$ cat config.mk
export PLATFORM = sky130hd
export DESIGN_NAME = code128_pair_barcode_encoder
export DESIGN_NICKNAME = d
export VERILOG_FILES = /design/src/design/c128p_pkg.sv /design/src/design/c128p_front.sv /design/src/design/c128p_queue.sv /design/src/design/c128p_back.sv /design/src/design/code128_pair_barcode_encoder.sv
export SDC_FILE = /design/constraint.sdc
export NUM_CORES = 1
export LEC_CHECK = 0
export BUFFER_PORTS_ARGS = -buffer_cell sky130_fd_sc_hd__buf_2
export CORE_UTILIZATION = 68
export DETAILED_ROUTE_END_ITERATION = 12
export PLACE_DENSITY = 0.95
export SLEW_MARGIN = 40
export SYNTH_ARGS = -nofsm -noshare
export SYNTH_HDL_FRONTEND = slang
export SYNTH_SLANG_ARGS = --single-unit
$ cat constraint.sdc
create_clock -name clock -period 12.8 [get_ports clock]
set_input_delay 2.56 -clock clock [delete_from_list [all_inputs] [get_ports clock]]
set_output_delay 2.56 -clock clock [all_outputs]
set_load 0.01 [all_outputs]
$ cat src/design/c128p_pkg.sv
`default_nettype none

package c128p_pkg;

   // Input and codeword geometry
   localparam int NUM_DIGITS   = 14;
   localparam int DIGITS_WIDTH = 4 * NUM_DIGITS;
   localparam int NUM_PAIRS    = 7;
   localparam int NUM_SYMBOLS  = NUM_PAIRS + 1;   // data pairs plus check symbol
   localparam int CW_WIDTH     = 7;
   localparam int PAIR_LIMIT   = 96;
   localparam int CHECK_MOD    = 103;

   // Weighted sum peaks at 95 * 22 = 2090; garbage pairs still stay below 4096
   localparam int SUM_WIDTH    = 12;

   // floor(sum / 103) as (sum * RECIP) >> RECIP_SHIFT, exact for sums up to 2788,
   // which covers every well-formed number
   localparam int RECIP        = 2546;
   localparam int RECIP_SHIFT  = 18;
   localparam int PROD_WIDTH   = 24;
   localparam int QUOT_WIDTH   = PROD_WIDTH - RECIP_SHIFT;

   // Element counts per symbol
   localparam int CW_ELEMS     = 6;
   localparam int STOP_ELEMS   = 7;

   // Result status codes
   localparam logic [1:0] STATUS_OK        = 2'd0;
   localparam logic [1:0] STATUS_BAD_DIGIT = 2'd1;
   localparam logic [1:0] STATUS_BAD_PAIR  = 2'd2;

   typedef logic [CW_WIDTH-1:0] codeword_type;

   // One classified number: status and the eight symbol values (check last)
   typedef struct packed {
      logic [1:0]                          status;
      logic [NUM_SYMBOLS-1:0][CW_WIDTH-1:0] cw;
   } entry_type;

   // Head of the queue as seen by the back end
   typedef struct packed {
      logic      valid;
      entry_type entry;
   } queue_head_type;

   // Bar/space widths, one hex digit per element, first element in the top digit
   localparam logic [23:0] WIDTH_TABLE [0:CHECK_MOD-1] = '{
      24'h212222, 24'h222122, 24'h222221, 24'h121223, 24'h121322, 24'h131222, 24'h122213,
      24'h122312, 24'h132212, 24'h221213, 24'h221312, 24'h231212, 24'h112232, 24'h122132,
      24'h122231, 24'h113222, 24'h123122, 24'h123221, 24'h223211, 24'h221132, 24'h221231,
      24'h213212, 24'h223112, 24'h312131, 24'h311222, 24'h321122, 24'h321221, 24'h312212,
      24'h322112, 24'h322211, 24'h212123, 24'h212321, 24'h232121, 24'h111323, 24'h131123,
      24'h131321, 24'h112313, 24'h132113, 24'h132311, 24'h211313, 24'h231113, 24'h231311,
      24'h112133, 24'h112331, 24'h132131, 24'h113123, 24'h113321, 24'h133121, 24'h313121,
      24'h211331, 24'h231131, 24'h213113, 24'h213311, 24'h213131, 24'h311123, 24'h311321,
      24'h331121, 24'h312113, 24'h312311, 24'h332111, 24'h314111, 24'h221411, 24'h431111,
      24'h111224, 24'h111422, 24'h121124, 24'h121421, 24'h141122, 24'h141221, 24'h112214,
      24'h112412, 24'h122114, 24'h122411, 24'h142112, 24'h142211, 24'h241211, 24'h221114,
      24'h413111, 24'h241112, 24'h134111, 24'h111242, 24'h121142, 24'h121241, 24'h114212,
      24'h124112, 24'h124211, 24'h411212, 24'h421112, 24'h421211, 24'h212141, 24'h214121,
      24'h412121, 24'h111143, 24'h111341, 24'h131141, 24'h114113, 24'h114311, 24'h411113,
      24'h411311, 24'h113141, 24'h114131, 24'h311141, 24'h411131
   };

   localparam logic [27:0] STOP_PATTERN = 28'h2331112;

endpackage

`default_nettype wire

$ cat src/design/c128p_front.sv
`default_nettype none

module c128p_front (
   input  wire logic                                  clock,
   input  wire logic                                  reset,
   input  wire logic                                  in_valid,
   output logic                                       in_ready,
   input  wire logic [c128p_pkg::DIGITS_WIDTH-1:0]    in_digits,
   output logic                                       out_valid,
   input  wire logic                                  out_ready,
   output c128p_pkg::entry_type                       out_entry
);

   localparam int NP  = c128p_pkg::NUM_PAIRS;
   localparam int CWW = c128p_pkg::CW_WIDTH;
   localparam int SW  = c128p_pkg::SUM_WIDTH;
   localparam int QW  = c128p_pkg::QUOT_WIDTH;
   localparam int PW  = c128p_pkg::PROD_WIDTH;

   // Stage 1: codewords and status
   logic                    s1_valid_ff, s1_valid_in;
   logic [1:0]              s1_status_ff, s1_status_in;
   logic [NP-1:0][CWW-1:0]  s1_cw_ff, s1_cw_in;
   // Stage 2: weighted sum
   logic                    s2_valid_ff, s2_valid_in;
   logic [1:0]              s2_status_ff;
   logic [NP-1:0][CWW-1:0]  s2_cw_ff;
   logic [SW-1:0]           s2_sum_ff, s2_sum_in;
   // Stage 3: quotient by 103
   logic                    s3_valid_ff, s3_valid_in;
   logic [1:0]              s3_status_ff;
   logic [NP-1:0][CWW-1:0]  s3_cw_ff;
   logic [SW-1:0]           s3_sum_ff;
   logic [QW-1:0]           s3_quot_ff, s3_quot_in;

   logic                    s1_ready, s2_ready, s3_ready;
   logic [PW-1:0]           prod;
   logic [SW-1:0]           rem;

   // Stall chain: a stage loads when empty or when its content moves on
   assign s3_ready = !s3_valid_ff || out_ready;
   assign s2_ready = !s2_valid_ff || s3_ready;
   assign s1_ready = !s1_valid_ff || s2_ready;
   assign in_ready = s1_ready;

   // Split nibbles, form pairs, classify
   always_comb begin
      logic [3:0] hi, lo;
      logic [7:0] pair;
      logic       bad_digit, bad_pair;
      bad_digit = 1'b0;
      bad_pair  = 1'b0;
      for (int p = 0; p < NP; p++) begin
         hi = in_digits[4*(2*NP-1-2*p) +: 4];
         lo = in_digits[4*(2*NP-2-2*p) +: 4];
         if (hi > 4'd9 || lo > 4'd9) bad_digit = 1'b1;
         pair = {1'b0, hi, 3'b000} + {3'b000, hi, 1'b0} + {4'b0000, lo};
         if (pair >= 8'(c128p_pkg::PAIR_LIMIT)) bad_pair = 1'b1;
         s1_cw_in[p] = pair[CWW-1:0];
      end
      if (bad_digit) begin
         s1_status_in = c128p_pkg::STATUS_BAD_DIGIT;
      end else if (bad_pair) begin
         s1_status_in = c128p_pkg::STATUS_BAD_PAIR;
      end else begin
         s1_status_in = c128p_pkg::STATUS_OK;
      end
   end

   // Check sum: first codeword plus each later one times its position
   always_comb begin
      s2_sum_in = SW'(s1_cw_ff[0]);
      for (int p = 1; p < NP; p++) begin
         s2_sum_in = s2_sum_in + SW'(SW'(s1_cw_ff[p]) * SW'(p));
      end
   end

   // Quotient by reciprocal multiply
   assign prod       = PW'(s2_sum_ff) * PW'(c128p_pkg::RECIP);
   assign s3_quot_in = prod[PW-1:c128p_pkg::RECIP_SHIFT];

   // Remainder from the registered quotient
   assign rem = s3_sum_ff - SW'(SW'(s3_quot_ff) * SW'(c128p_pkg::CHECK_MOD));

   always_comb begin
      out_entry.status = s3_status_ff;
      for (int p = 0; p < NP; p++) begin
         out_entry.cw[p] = s3_cw_ff[p];
      end
      out_entry.cw[NP] = rem[CWW-1:0];
   end
   assign out_valid = s3_valid_ff;

   // Valid bits
   assign s1_valid_in = s1_ready ? in_valid    : s1_valid_ff;
   assign s2_valid_in = s2_ready ? s1_valid_ff : s2_valid_ff;
   assign s3_valid_in = s3_ready ? s2_valid_ff : s3_valid_ff;

   always_ff @(posedge clock) begin
      if (reset) begin
         s1_valid_ff <= 1'b0;
         s2_valid_ff <= 1'b0;
         s3_valid_ff <= 1'b0;
      end else begin
         s1_valid_ff <= s1_valid_in;
         s2_valid_ff <= s2_valid_in;
         s3_valid_ff <= s3_valid_in;
      end
   end

   // Payload: load on advance, hold otherwise
   always_ff @(posedge clock) begin
      if (s1_ready) begin
         s1_status_ff <= s1_status_in;
         s1_cw_ff     <= s1_cw_in;
      end
      if (s2_ready) begin
         s2_status_ff <= s1_status_ff;
         s2_cw_ff     <= s1_cw_ff;
         s2_sum_ff    <= s2_sum_in;
      end
      if (s3_ready) begin
         s3_status_ff <= s2_status_ff;
         s3_cw_ff     <= s2_cw_ff;
         s3_sum_ff    <= s2_sum_ff;
         s3_quot_ff   <= s3_quot_in;
      end
   end

endmodule

`default_nettype wire

$ cat src/design/c128p_queue.sv
`default_nettype none

module c128p_queue #(
   parameter int DEPTH = 2
) (
   input  wire logic                  clock,
   input  wire logic                  reset,
   input  wire logic                  push_valid,
   output logic                       push_ready,
   input  wire c128p_pkg::entry_type  push_entry,
   output c128p_pkg::queue_head_type  head,
   input  wire logic                  pop
);

   localparam int PTR_WIDTH = (DEPTH > 1) ? $clog2(DEPTH) : 1;
   localparam int CNT_WIDTH = $clog2(DEPTH + 1);

   c128p_pkg::entry_type  slot_ff [DEPTH];
   logic [PTR_WIDTH-1:0]  wr_ptr_ff, wr_ptr_in;
   logic [PTR_WIDTH-1:0]  rd_ptr_ff, rd_ptr_in;
   logic [CNT_WIDTH-1:0]  count_ff, count_in;
   logic                  push, do_pop;

   assign push_ready = (count_ff != CNT_WIDTH'(DEPTH));
   assign push       = push_valid && push_ready;
   assign do_pop     = pop && (count_ff != '0);

   assign head.valid = (count_ff != '0);
   assign head.entry = slot_ff[rd_ptr_ff];

   // Advance pointers with wrap at the depth
   always_comb begin
      wr_ptr_in = wr_ptr_ff;
      rd_ptr_in = rd_ptr_ff;
      count_in  = count_ff;
      if (push) begin
         wr_ptr_in = (wr_ptr_ff == PTR_WIDTH'(DEPTH - 1)) ? '0 : wr_ptr_ff + 1'b1;
      end
      if (do_pop) begin
         rd_ptr_in = (rd_ptr_ff == PTR_WIDTH'(DEPTH - 1)) ? '0 : rd_ptr_ff + 1'b1;
      end
      if (push && !do_pop) begin
         count_in = count_ff + 1'b1;
      end else if (!push && do_pop) begin
         count_in = count_ff - 1'b1;
      end
   end

   always_ff @(posedge clock) begin
      if (reset) begin
         wr_ptr_ff <= '0;
         rd_ptr_ff <= '0;
         count_ff  <= '0;
      end else begin
         wr_ptr_ff <= wr_ptr_in;
         rd_ptr_ff <= rd_ptr_in;
         count_ff  <= count_in;
      end
   end

   // Store on transfer
   always_ff @(posedge clock) begin
      if (push) begin
         slot_ff[wr_ptr_ff] <= push_entry;
      end
   end

endmodule

`default_nettype wire

$ cat src/design/c128p_back.sv
`default_nettype none

module c128p_back (
   input  wire logic                       clock,
   input  wire logic                       reset,
   input  wire c128p_pkg::queue_head_type  head,
   output logic                            pop,
   output logic                            out_valid,
   input  wire logic                       out_ready,
   output logic [2:0]                      out_width,
   output logic                            out_bar,
   output logic [1:0]                      out_status,
   output logic                            out_last
);

   localparam int NP = c128p_pkg::NUM_PAIRS;

   logic [3:0] sym_ff, sym_in;     // 0..7 codewords and check, 8 is stop
   logic [2:0] elem_ff, elem_in;
   logic       valid_ff, valid_in;
   logic [2:0] width_ff, width_in;
   logic       bar_ff, bar_in;
   logic [1:0] status_ff, status_in;
   logic       last_ff, last_in;

   logic        slot_free, emit, is_error, in_stop;
   logic [c128p_pkg::CW_WIDTH-1:0] cw_sel;
   logic [23:0] pattern;
   logic [3:0]  nib;

   assign slot_free = !valid_ff || out_ready;
   assign emit      = head.valid && slot_free;
   assign is_error  = (head.entry.status != c128p_pkg::STATUS_OK);
   assign in_stop   = (sym_ff == 4'(c128p_pkg::NUM_SYMBOLS));

   // Look up the current symbol's widths
   assign cw_sel  = head.entry.cw[sym_ff[2:0]];
   assign pattern = c128p_pkg::WIDTH_TABLE[cw_sel];

   // Pick the current element's width
   always_comb begin
      if (in_stop) begin
         case (elem_ff)
            3'd0:    nib = c128p_pkg::STOP_PATTERN[27:24];
            3'd1:    nib = c128p_pkg::STOP_PATTERN[23:20];
            3'd2:    nib = c128p_pkg::STOP_PATTERN[19:16];
            3'd3:    nib = c128p_pkg::STOP_PATTERN[15:12];
            3'd4:    nib = c128p_pkg::STOP_PATTERN[11:8];
            3'd5:    nib = c128p_pkg::STOP_PATTERN[7:4];
            default: nib = c128p_pkg::STOP_PATTERN[3:0];
         endcase
      end else begin
         case (elem_ff)
            3'd0:    nib = pattern[23:20];
            3'd1:    nib = pattern[19:16];
            3'd2:    nib = pattern[15:12];
            3'd3:    nib = pattern[11:8];
            3'd4:    nib = pattern[7:4];
            default: nib = pattern[3:0];
         endcase
      end
   end

   // Form the next element and step the counters
   always_comb begin
      sym_in    = sym_ff;
      elem_in   = elem_ff;
      pop       = 1'b0;
      valid_in  = slot_free ? 1'b0 : valid_ff;
      width_in  = width_ff;
      bar_in    = bar_ff;
      status_in = status_ff;
      last_in   = last_ff;
      if (emit) begin
         valid_in = 1'b1;
         if (is_error) begin
            width_in  = 3'd0;
            bar_in    = 1'b0;
            status_in = head.entry.status;
            last_in   = 1'b1;
            pop       = 1'b1;
            sym_in    = '0;
            elem_in   = '0;
         end else begin
            width_in  = nib[2:0];
            bar_in    = !elem_ff[0];
            status_in = c128p_pkg::STATUS_OK;
            last_in   = in_stop && (elem_ff == 3'(c128p_pkg::STOP_ELEMS - 1));
            if (in_stop) begin
               if (elem_ff == 3'(c128p_pkg::STOP_ELEMS - 1)) begin
                  pop     = 1'b1;
                  sym_in  = '0;
                  elem_in = '0;
               end else begin
                  elem_in = elem_ff + 1'b1;
               end
            end else if (elem_ff == 3'(c128p_pkg::CW_ELEMS - 1)) begin
               sym_in  = sym_ff + 1'b1;
               elem_in = '0;
            end else begin
               elem_in = elem_ff + 1'b1;
            end
         end
      end
   end

   always_ff @(posedge clock) begin
      if (reset) begin
         sym_ff   <= '0;
         elem_ff  <= '0;
         valid_ff <= 1'b0;
      end else begin
         sym_ff   <= sym_in;
         elem_ff  <= elem_in;
         valid_ff <= valid_in;
      end
   end

   always_ff @(posedge clock) begin
      width_ff  <= width_in;
      bar_ff    <= bar_in;
      status_ff <= status_in;
      last_ff   <= last_in;
   end

   assign out_valid  = valid_ff;
   assign out_width  = width_ff;
   assign out_bar    = bar_ff;
   assign out_status = status_ff;
   assign out_last   = last_ff;

   // Symbols are counted over data pairs, check and stop
   if (NP + 2 > 16) begin : g_sym_range
      $error("symbol counter too narrow");
   end

endmodule

`default_nettype wire

$ cat src/design/code128_pair_barcode_encoder.sv
// A number's first element reaches rsp through the classifier stages, queue and sequencer output register.
// Each valid number leaves the back-end sequencer as 55 bar/space elements, one rsp transfer per element,
// held while rsp_tready is low; a number rejected for a bad digit or pair gives one error result.
// The 3-stage classifier and the queue keep accepting while the sequencer is busy, until the queue is full.
// Reset: synchronous, active high; clears pipeline valids, queue pointers and sequencer.
`default_nettype none

module code128_pair_barcode_encoder #(
   parameter int QUEUE_DEPTH = 2
) (
   input  wire logic        clock,
   input  wire logic        reset,
   input  wire logic        req_tvalid,
   output logic             req_tready,
   input  wire logic [55:0] req_tdata,   // [55:0] digits_bcd
   output logic             rsp_tvalid,
   input  wire logic        rsp_tready,
   output logic [7:0]       rsp_tdata,   // [2:0] module_width, [7:3] zero
   output logic [2:0]       rsp_tuser,   // [0] is_bar, [2:1] status
   output logic             rsp_tlast
);

   logic                       fr_valid, fr_ready;
   c128p_pkg::entry_type       fr_entry;
   c128p_pkg::queue_head_type  head;
   logic                       pop;
   logic [2:0]                 width;
   logic                       bar;
   logic [1:0]                 status;

   // Classify numbers and compute the check value
   c128p_front u_front (
      .clock     (clock),
      .reset     (reset),
      .in_valid  (req_tvalid),
      .in_ready  (req_tready),
      .in_digits (req_tdata),
      .out_valid (fr_valid),
      .out_ready (fr_ready),
      .out_entry (fr_entry)
   );

   // Decouple classifier from sequencer
   c128p_queue #(
      .DEPTH (QUEUE_DEPTH)
   ) u_queue (
      .clock      (clock),
      .reset      (reset),
      .push_valid (fr_valid),
      .push_ready (fr_ready),
      .push_entry (fr_entry),
      .head       (head),
      .pop        (pop)
   );

   // Sequence bar and space widths
   c128p_back u_back (
      .clock      (clock),
      .reset      (reset),
      .head       (head),
      .pop        (pop),
      .out_valid  (rsp_tvalid),
      .out_ready  (rsp_tready),
      .out_width  (width),
      .out_bar    (bar),
      .out_status (status),
      .out_last   (rsp_tlast)
   );

   assign rsp_tdata = {5'b00000, width};
   assign rsp_tuser = {status, bar};

   // An error result is a single zero-width closing transfer
   assert property (@(posedge clock) disable iff (reset)
      rsp_tvalid && (status != c128p_pkg::STATUS_OK) |-> rsp_tlast && (width == 3'd0) && !bar)
      else $error("malformed error result");

   // Every symbol element has a width of one to four modules
   assert property (@(posedge clock) disable iff (reset)
      rsp_tvalid && (status == c128p_pkg::STATUS_OK) |-> (width != 3'd0) && (width <= 3'd4))
      else $error("element width out of range");

   // The sequencer releases a number only when one is held
   assert property (@(posedge clock) disable iff (reset)
      pop |-> head.valid)
      else $error("pop from empty queue");

   // A released valid number ends on its last stop element
   assert property (@(posedge clock) disable iff (reset)
      pop && (head.entry.status == c128p_pkg::STATUS_OK) |=> rsp_tvalid && rsp_tlast)
      else $error("number released before its final element");

endmodule

`default_nettype wire
# Word level (Yosys, flattened, before mapping)
# Memory sizes are Yosys's and may differ from the RTL's. A register that Yosys moved wholly into a read port is not among the register bits.
# Cells that the tools add are included.
dict set report totals {
  reg_bits 200
  ramBits 116
  mem_bits_ro 3072
  input_bits 60
  elab_cells 184
  mem_count 2
}
# memory words word_bits rd rd_ports_with_merged_regs write_ports line
set mem_list {}
lappend mem_list {{(name not given)} 128 24 1 0 0 c128p_back.sv:38} ;# assign pattern = c128p_pkg::WIDTH_TABLE[cw_sel];
lappend mem_list {u_queue.slot_ff 2 58 1 1 1 c128p_queue.sv:18} ;# c128p_pkg::entry_type slot_ff [DEPTH];
dict set report op_classes {
  addsub 27
  mul 5
  order_cmp 23
  eq_ne 9
  mux 44
  bitwise 1
  n_reduce_logical 33
}
# cell count
set op_table {}
lappend op_table {{7-bit by 5-bit adder with 8-bit output} 7}
lappend op_table {{8-bit by 4-bit adder with 8-bit output} 7}
lappend op_table {{8-bit by 7-bit >= comparator with 1-bit output (second input constant)} 7}
lappend op_table {{4-bit > comparator (second input constant)} 14}
lappend op_table {{23-bit two-way mux} 2}
lappend op_table {{1-bit two-way mux} 26}
lappend op_table {{12-bit by 10-bit adder with 12-bit output} 2}
lappend op_table {{12-bit by 9-bit adder with 12-bit output} 2}
lappend op_table {{12-bit by 11-bit multiplier with 23-bit output (second input constant)} 1}
lappend op_table {{7-bit binary-select mux with 3-bit select} 1}
lappend op_table {{7-bit by 2-bit multiplier with 9-bit output (second input constant)} 2}
lappend op_table {{4-bit two-way mux} 4}
lappend op_table {{3-bit two-way mux} 5}
lappend op_table {{3-bit one-hot mux with 5 select lines} 1}
lappend op_table {{12-bit by 8-bit adder with 12-bit output} 1}
lappend op_table {{1-bit logical OR} 11}
lappend op_table {{7-bit by 3-bit multiplier with 10-bit output (second input constant)} 1}
lappend op_table {{3-bit == test (second input constant)} 3}
lappend op_table {{7-bit by 7-bit adder with 8-bit output} 1}
lappend op_table {{8-bit >= comparator (second input constant)} 1}
lappend op_table {{7-bit inverter with 8-bit output} 1}
lappend op_table {{2-bit nonzero test} 4}
lappend op_table {{1-bit zero test} 7}
lappend op_table {{6-bit by 7-bit multiplier with 7-bit output (second input constant)} 1}
lappend op_table {{other kinds (21)} 30}

# Longest topological paths before layout
dict set report depth {
  word_depth 11
  depth_mapped 21
}

# Hierarchy
# A second synthesis with hierarchy kept.
dict set report hier_totals {
  cells_unflattened 1548
  hier_area_um2 19745.2
}
# module instances cells_per_inst area_per_inst_um2
set modules_own_cells {}
lappend modules_own_cells {c128p_front 1 879 11961.5}
lappend modules_own_cells {c128p_queue 1 204 4404.2}
lappend modules_own_cells {c128p_back 1 458 3330.7}
lappend modules_own_cells {code128_pair_barcode_encoder 1 7 48.8}

# Worst setup path before layout
# OpenSTA, ideal clock, no wires.
dict set report synth_path {
  path_kind {in2reg}
  start {input port req_tdata[3]}
  end {register u_front.s1_status_ff[1], data pin}
  setup_time_ns 0.266
  arrival_ns 4.623
  t_required_ns 12.534
  slack_ns 7.911
  path_stages 10
  path_buffers 0
  path_cell_list {fa_1 > fa_1 > a21o_1 > a21oi_1 > xnor2_1 > a22o_1 > a221oi_1 > nand4_1 > a21oi_1 > a21oi_1}
}
# element line
set synth_rtl {}
lappend synth_rtl {{start: declaration} code128_pair_barcode_encoder.sv:15} ;# input wire logic [55:0] req_tdata,
lappend synth_rtl {{end signal: assignment} c128p_front.sv:114} ;# s1_status_ff <= s1_status_in;
lappend synth_rtl {{end: declaration} c128p_front.sv:22} ;# logic [1:0] s1_status_ff, s1_status_in;

# Final worst setup path
dict set report layout_path {
  start {register u_front.s1_cw_ff[0] (netlist name)}
  end {register u_front.s2_sum_ff[10], data pin}
}
dict set report layout_between {
  elab_chain_cells 6
}
# element line
set layout_rtl {}
lappend layout_rtl {{start: declaration} c128p_front.sv:23} ;# logic [NP-1:0][CWW-1:0] s1_cw_ff, s1_cw_in;
lappend layout_rtl {{start signal: assignment} c128p_front.sv:115} ;# s1_cw_ff <= s1_cw_in;
lappend layout_rtl {{7-bit by 7-bit adder with 8-bit output} c128p_front.sv:74} ;# s2_sum_in = s2_sum_in + SW'(SW'(s1_cw_ff[p]) * SW'(p));
lappend layout_rtl {{12-bit by 8-bit adder with 12-bit output} c128p_front.sv:74}
lappend layout_rtl {{12-bit by 9-bit adder with 12-bit output (2 in a row)} c128p_front.sv:74}
lappend layout_rtl {{12-bit by 10-bit adder with 12-bit output (2 in a row)} c128p_front.sv:74}
lappend layout_rtl {{named net u_front.s2_sum_in[10]} c128p_front.sv:28} ;# logic [SW-1:0] s2_sum_ff, s2_sum_in;
lappend layout_rtl {{end signal: assignment} c128p_front.sv:120} ;# s2_sum_ff <= s2_sum_in;
lappend layout_rtl {{end: declaration} c128p_front.sv:28}
# The timed path passes the listed nets, and every way through them passes these cells.
# A chain may end at the register's enable or synchronous reset.

==> flow_metrics.py <==
metrics = {
    "synthesis": {
        "synth_area_sq_um": 19700,
        "ys_ff_latch": 317,
        "yosysSeqAreaShare_pct": 47.5,
        "ys_warn_count": 0,
        "synth_most_common_cell": "edfxtp_1",
        "netlist_instances": 1561,
        "synth_edf_count": 301,
        "synth_top_flop_cell": "edfxtp_1",
        "synth_area_leaders": "edfxtp_1 (46%), ha_1 (11%), fa_1 (11%)",
        "ys_async_sr_fraction_pct": 0,
        "synth_top_area_share_pct": 45.8,
        "synth_common_cells": "edfxtp_1 (301), inv_1 (226), ha_1 (181)",
        "synth_area_leader_cell": "edfxtp_1",
        "postSynthAreaPerCell_sq_um": 12.6,
        "ys_types": 95,
    },
    "timing": {
        "finClkSkew_ps": 27.2,
        "min_period_ps": 6060,
        "rsz0062_at_grt": "no",
        "period_share_pct": 47.4,
        "finalSetupViolCount": 0,
        "setup_tns_ps": 0,
        "clock.fmax_ghz": 0.165,
        "worst_pin_slew_ps": 915,
        "slew_headroom_pct": 38.8,
        "drv_slew": 0,
        "hold_violations": 0,
    },
    "drt": {
        "vias": 13900,
        "drcViolationCount": 0,
        "drt_wl_total_um": 54100,
        "drt-initial-drc-count": 2078,
        "ant_nets": 0,
        "wl_per_cell_um": 26.7,
        "viasPerCell": 6.84,
        "firstDrtPassIters": 6,
    },
    "global_routing": {
        "busiest_layer": "met2",
        "grt_pass1_vias": 14200,
        "grt-ovfl-total": 0,
        "grt_use_met2_pct": 63.3,
        "grt_max_degree": 65,
        "grt_pass1_wl_um": 83000,
        "grt_usage_pct": 38.4,
        "met3_usage_pct": 8.42,
        "antenna_found_initial": 2,
        "use_met1_pct": 45.6,
    },
    "worst_setup_path": {
        "crit_required_ps": 13130,
        "critical_path_arrival_ps": 6390,
        "end_kind": "register",
        "setup.worst_path.class": "register to register",
        "cp-start-kind": "register",
        "rrSetupSlack_ps": 6740,
        "worstPathMaxFanout": 2,
    },
    "clock_tree": {
        "clock_sinks": 317,
        "ctsResizeCount": 0,
        "htreeDepth": 1,
        "clock_path_buffers": 3,
        "root_buffer": "clkbuf_16",
        "cts_setup_buffers": 0,
        "path_clk_slew_ps": 70,
        "cts_inserted_buffers": 31,
        "cts-hold-fix-buffers": 0,
        "cts_tree": "yes",
        "clock_latency_ps": 580,
    },
    "floorplanning": {
        "core_sq_um": 28200,
        "dieWidth_um": 172,
        "die_h_um": 172,
        "pin_count": 74,
        "die_area_sq_um": 29700,
        "start_util_pct": 70.0,
        "rows": 61,
    },
    "placed_design": {
        "hpwl_um": 35800,
        "place_congestion": 1.00,
        "port_buffers": 68,
    },
    "cells_and_area": {
        "syn2layout_area_growth_pct": 8.07,
        "nNetsFinal": 1972,
        "drive_gt1_share_pct": 12.4,
    },
    "status": {
        "status": "finished, final reports clean",
    },
    "flow_run": {
        "cap_violations": 0,
    },
    "min_path": {
        "hold_class": "register to register",
    },
}
==> kinds of logic after synthesis <==
logic type / synth area share [%]
AOI/OAI and AO/OA: 11.0
xor gates and xnor gates: 2.84
muxes: 3.96
buffers and inverters: 6.19
adders and majority gates: 22.5
DFF: 47.5
other: 0.0190
and+or+nand+nor: 5.96
==> critical path, cell delays in order, from the launching register on <==
cell and delay [ps]:
edfxtp_1 400, ha_1 280, fa_1 450, a21oi_1 200, nor2_1 70, nor2_1 190, xnor2_1 200, ha_1 350
fa_1 500, fa_1 560, inv_1 60, fa_1 590, inv_1 60, ha_1 300, a21o_1 190, a21oi_1 380
o21bai_1 150, a21oi_1 430, o21bai_1 160, a21oi_1 200, xnor2_1 90
==> worst paths after layout <==
check | start | endpoint | cells past startpoint
max | u_front.s1_cw_ff[0] | u_front.s2_sum_ff[10] | 20
min | u_front.s2_cw_ff[46] | u_front.out_entry[46] | 0
max reg2reg | u_front.s1_cw_ff[0] | u_front.s2_sum_ff[10] | 20
min reg2reg | u_front.s2_cw_ff[46] | u_front.out_entry[46] | 0
==> registers in the layout (all words and copies together) (netlist names), named ones only <==
name	count
u_back.sym_ff	4
u_back.out_width	3
u_front.s2_sum_ff	12
u_back.out_bar	1
u_front.s3_status_ff	2
u_back.elem_ff	3
u_front.s2_cw_ff	49
u_front.s1_status_ff	2
u_front.out_entry	49
u_front.s2_status_ff	2
u_front.s2_valid_ff	1
u_front.s1_cw_ff	49
u_back.out_last	1
u_front.s1_valid_ff	1
u_queue.wr_ptr_ff	1
u_queue.slot_ff	116
u_back.out_valid	1
u_queue.rd_ptr_ff	1
u_back.out_status	2
u_front.s3_sum_ff	7
u_queue.count_ff	2
u_front.out_valid	1
u_front.s3_quot_ff	6
==> placed cells by master (no fill, tap or decap), drive strengths merged, types with 6 or more instances in the layout <==
master    n
mux2i    14
fa      109
nor3     10
nand2b    8
o21a      9
nand3    25
a221oi    6
o22ai    10
nor2     79
buf      80
inv     235
clkinv   11
o211ai   14
nand2    66
nand4    15
ha      181
o21ai    80
nor2b     9
a31oi     9
or3       6
xnor2    43
a211oi    9
a21oi    79
clkbuf   36
dfxtp    16
mux2     12
a22o      6
a21o     31
mux4     21
o21bai   10
edfxtp  301
xor2     21
==> area by class of cell <==
| cell class | instances | area [sq um] |
|---|---|---|
| repair buffers | 80 | 458 |
| multi-input cells | 961 | 9180 |
| fillers | 1463 | 6850 |
| clock inverters | 20 | 178 |
| clock buffers | 36 | 795 |
| well taps | 378 | 473 |
| flip-flops and latches | 317 | 9360 |
| diodes | 2 | 5.00 |
| inverters | 231 | 870 |
==> metrics by stage <==
stage | hold WS [ps] | util, % | area, sq um | worst slack, ps | std cells
finish | 417 | 75.7 | 21300 | 6740 | 2025
global route | 424 | 75.7 | 21300 | 6730 | 2025
CTS | 416 | 75.5 | 21300 | 6980 | 2022
detailed placement | 405 | 72.1 | 20300 | 7330 | 1966
global placement | 401 | 72.1 | 20300 | 7650 | 1966
floorplan | 400 | - | 19700 | 7910 | 1565
==> per-layer routing <==
metal	routed length (um)	part of all wire (%)
met1	18100	34
met2	26000	48
met3	5700	11
met4	4260	7.9
met5	0	0
Power is left out: the tool's default activity adds up to more than one toggle a clock period on the data nets, which glitch-free logic cannot reach.
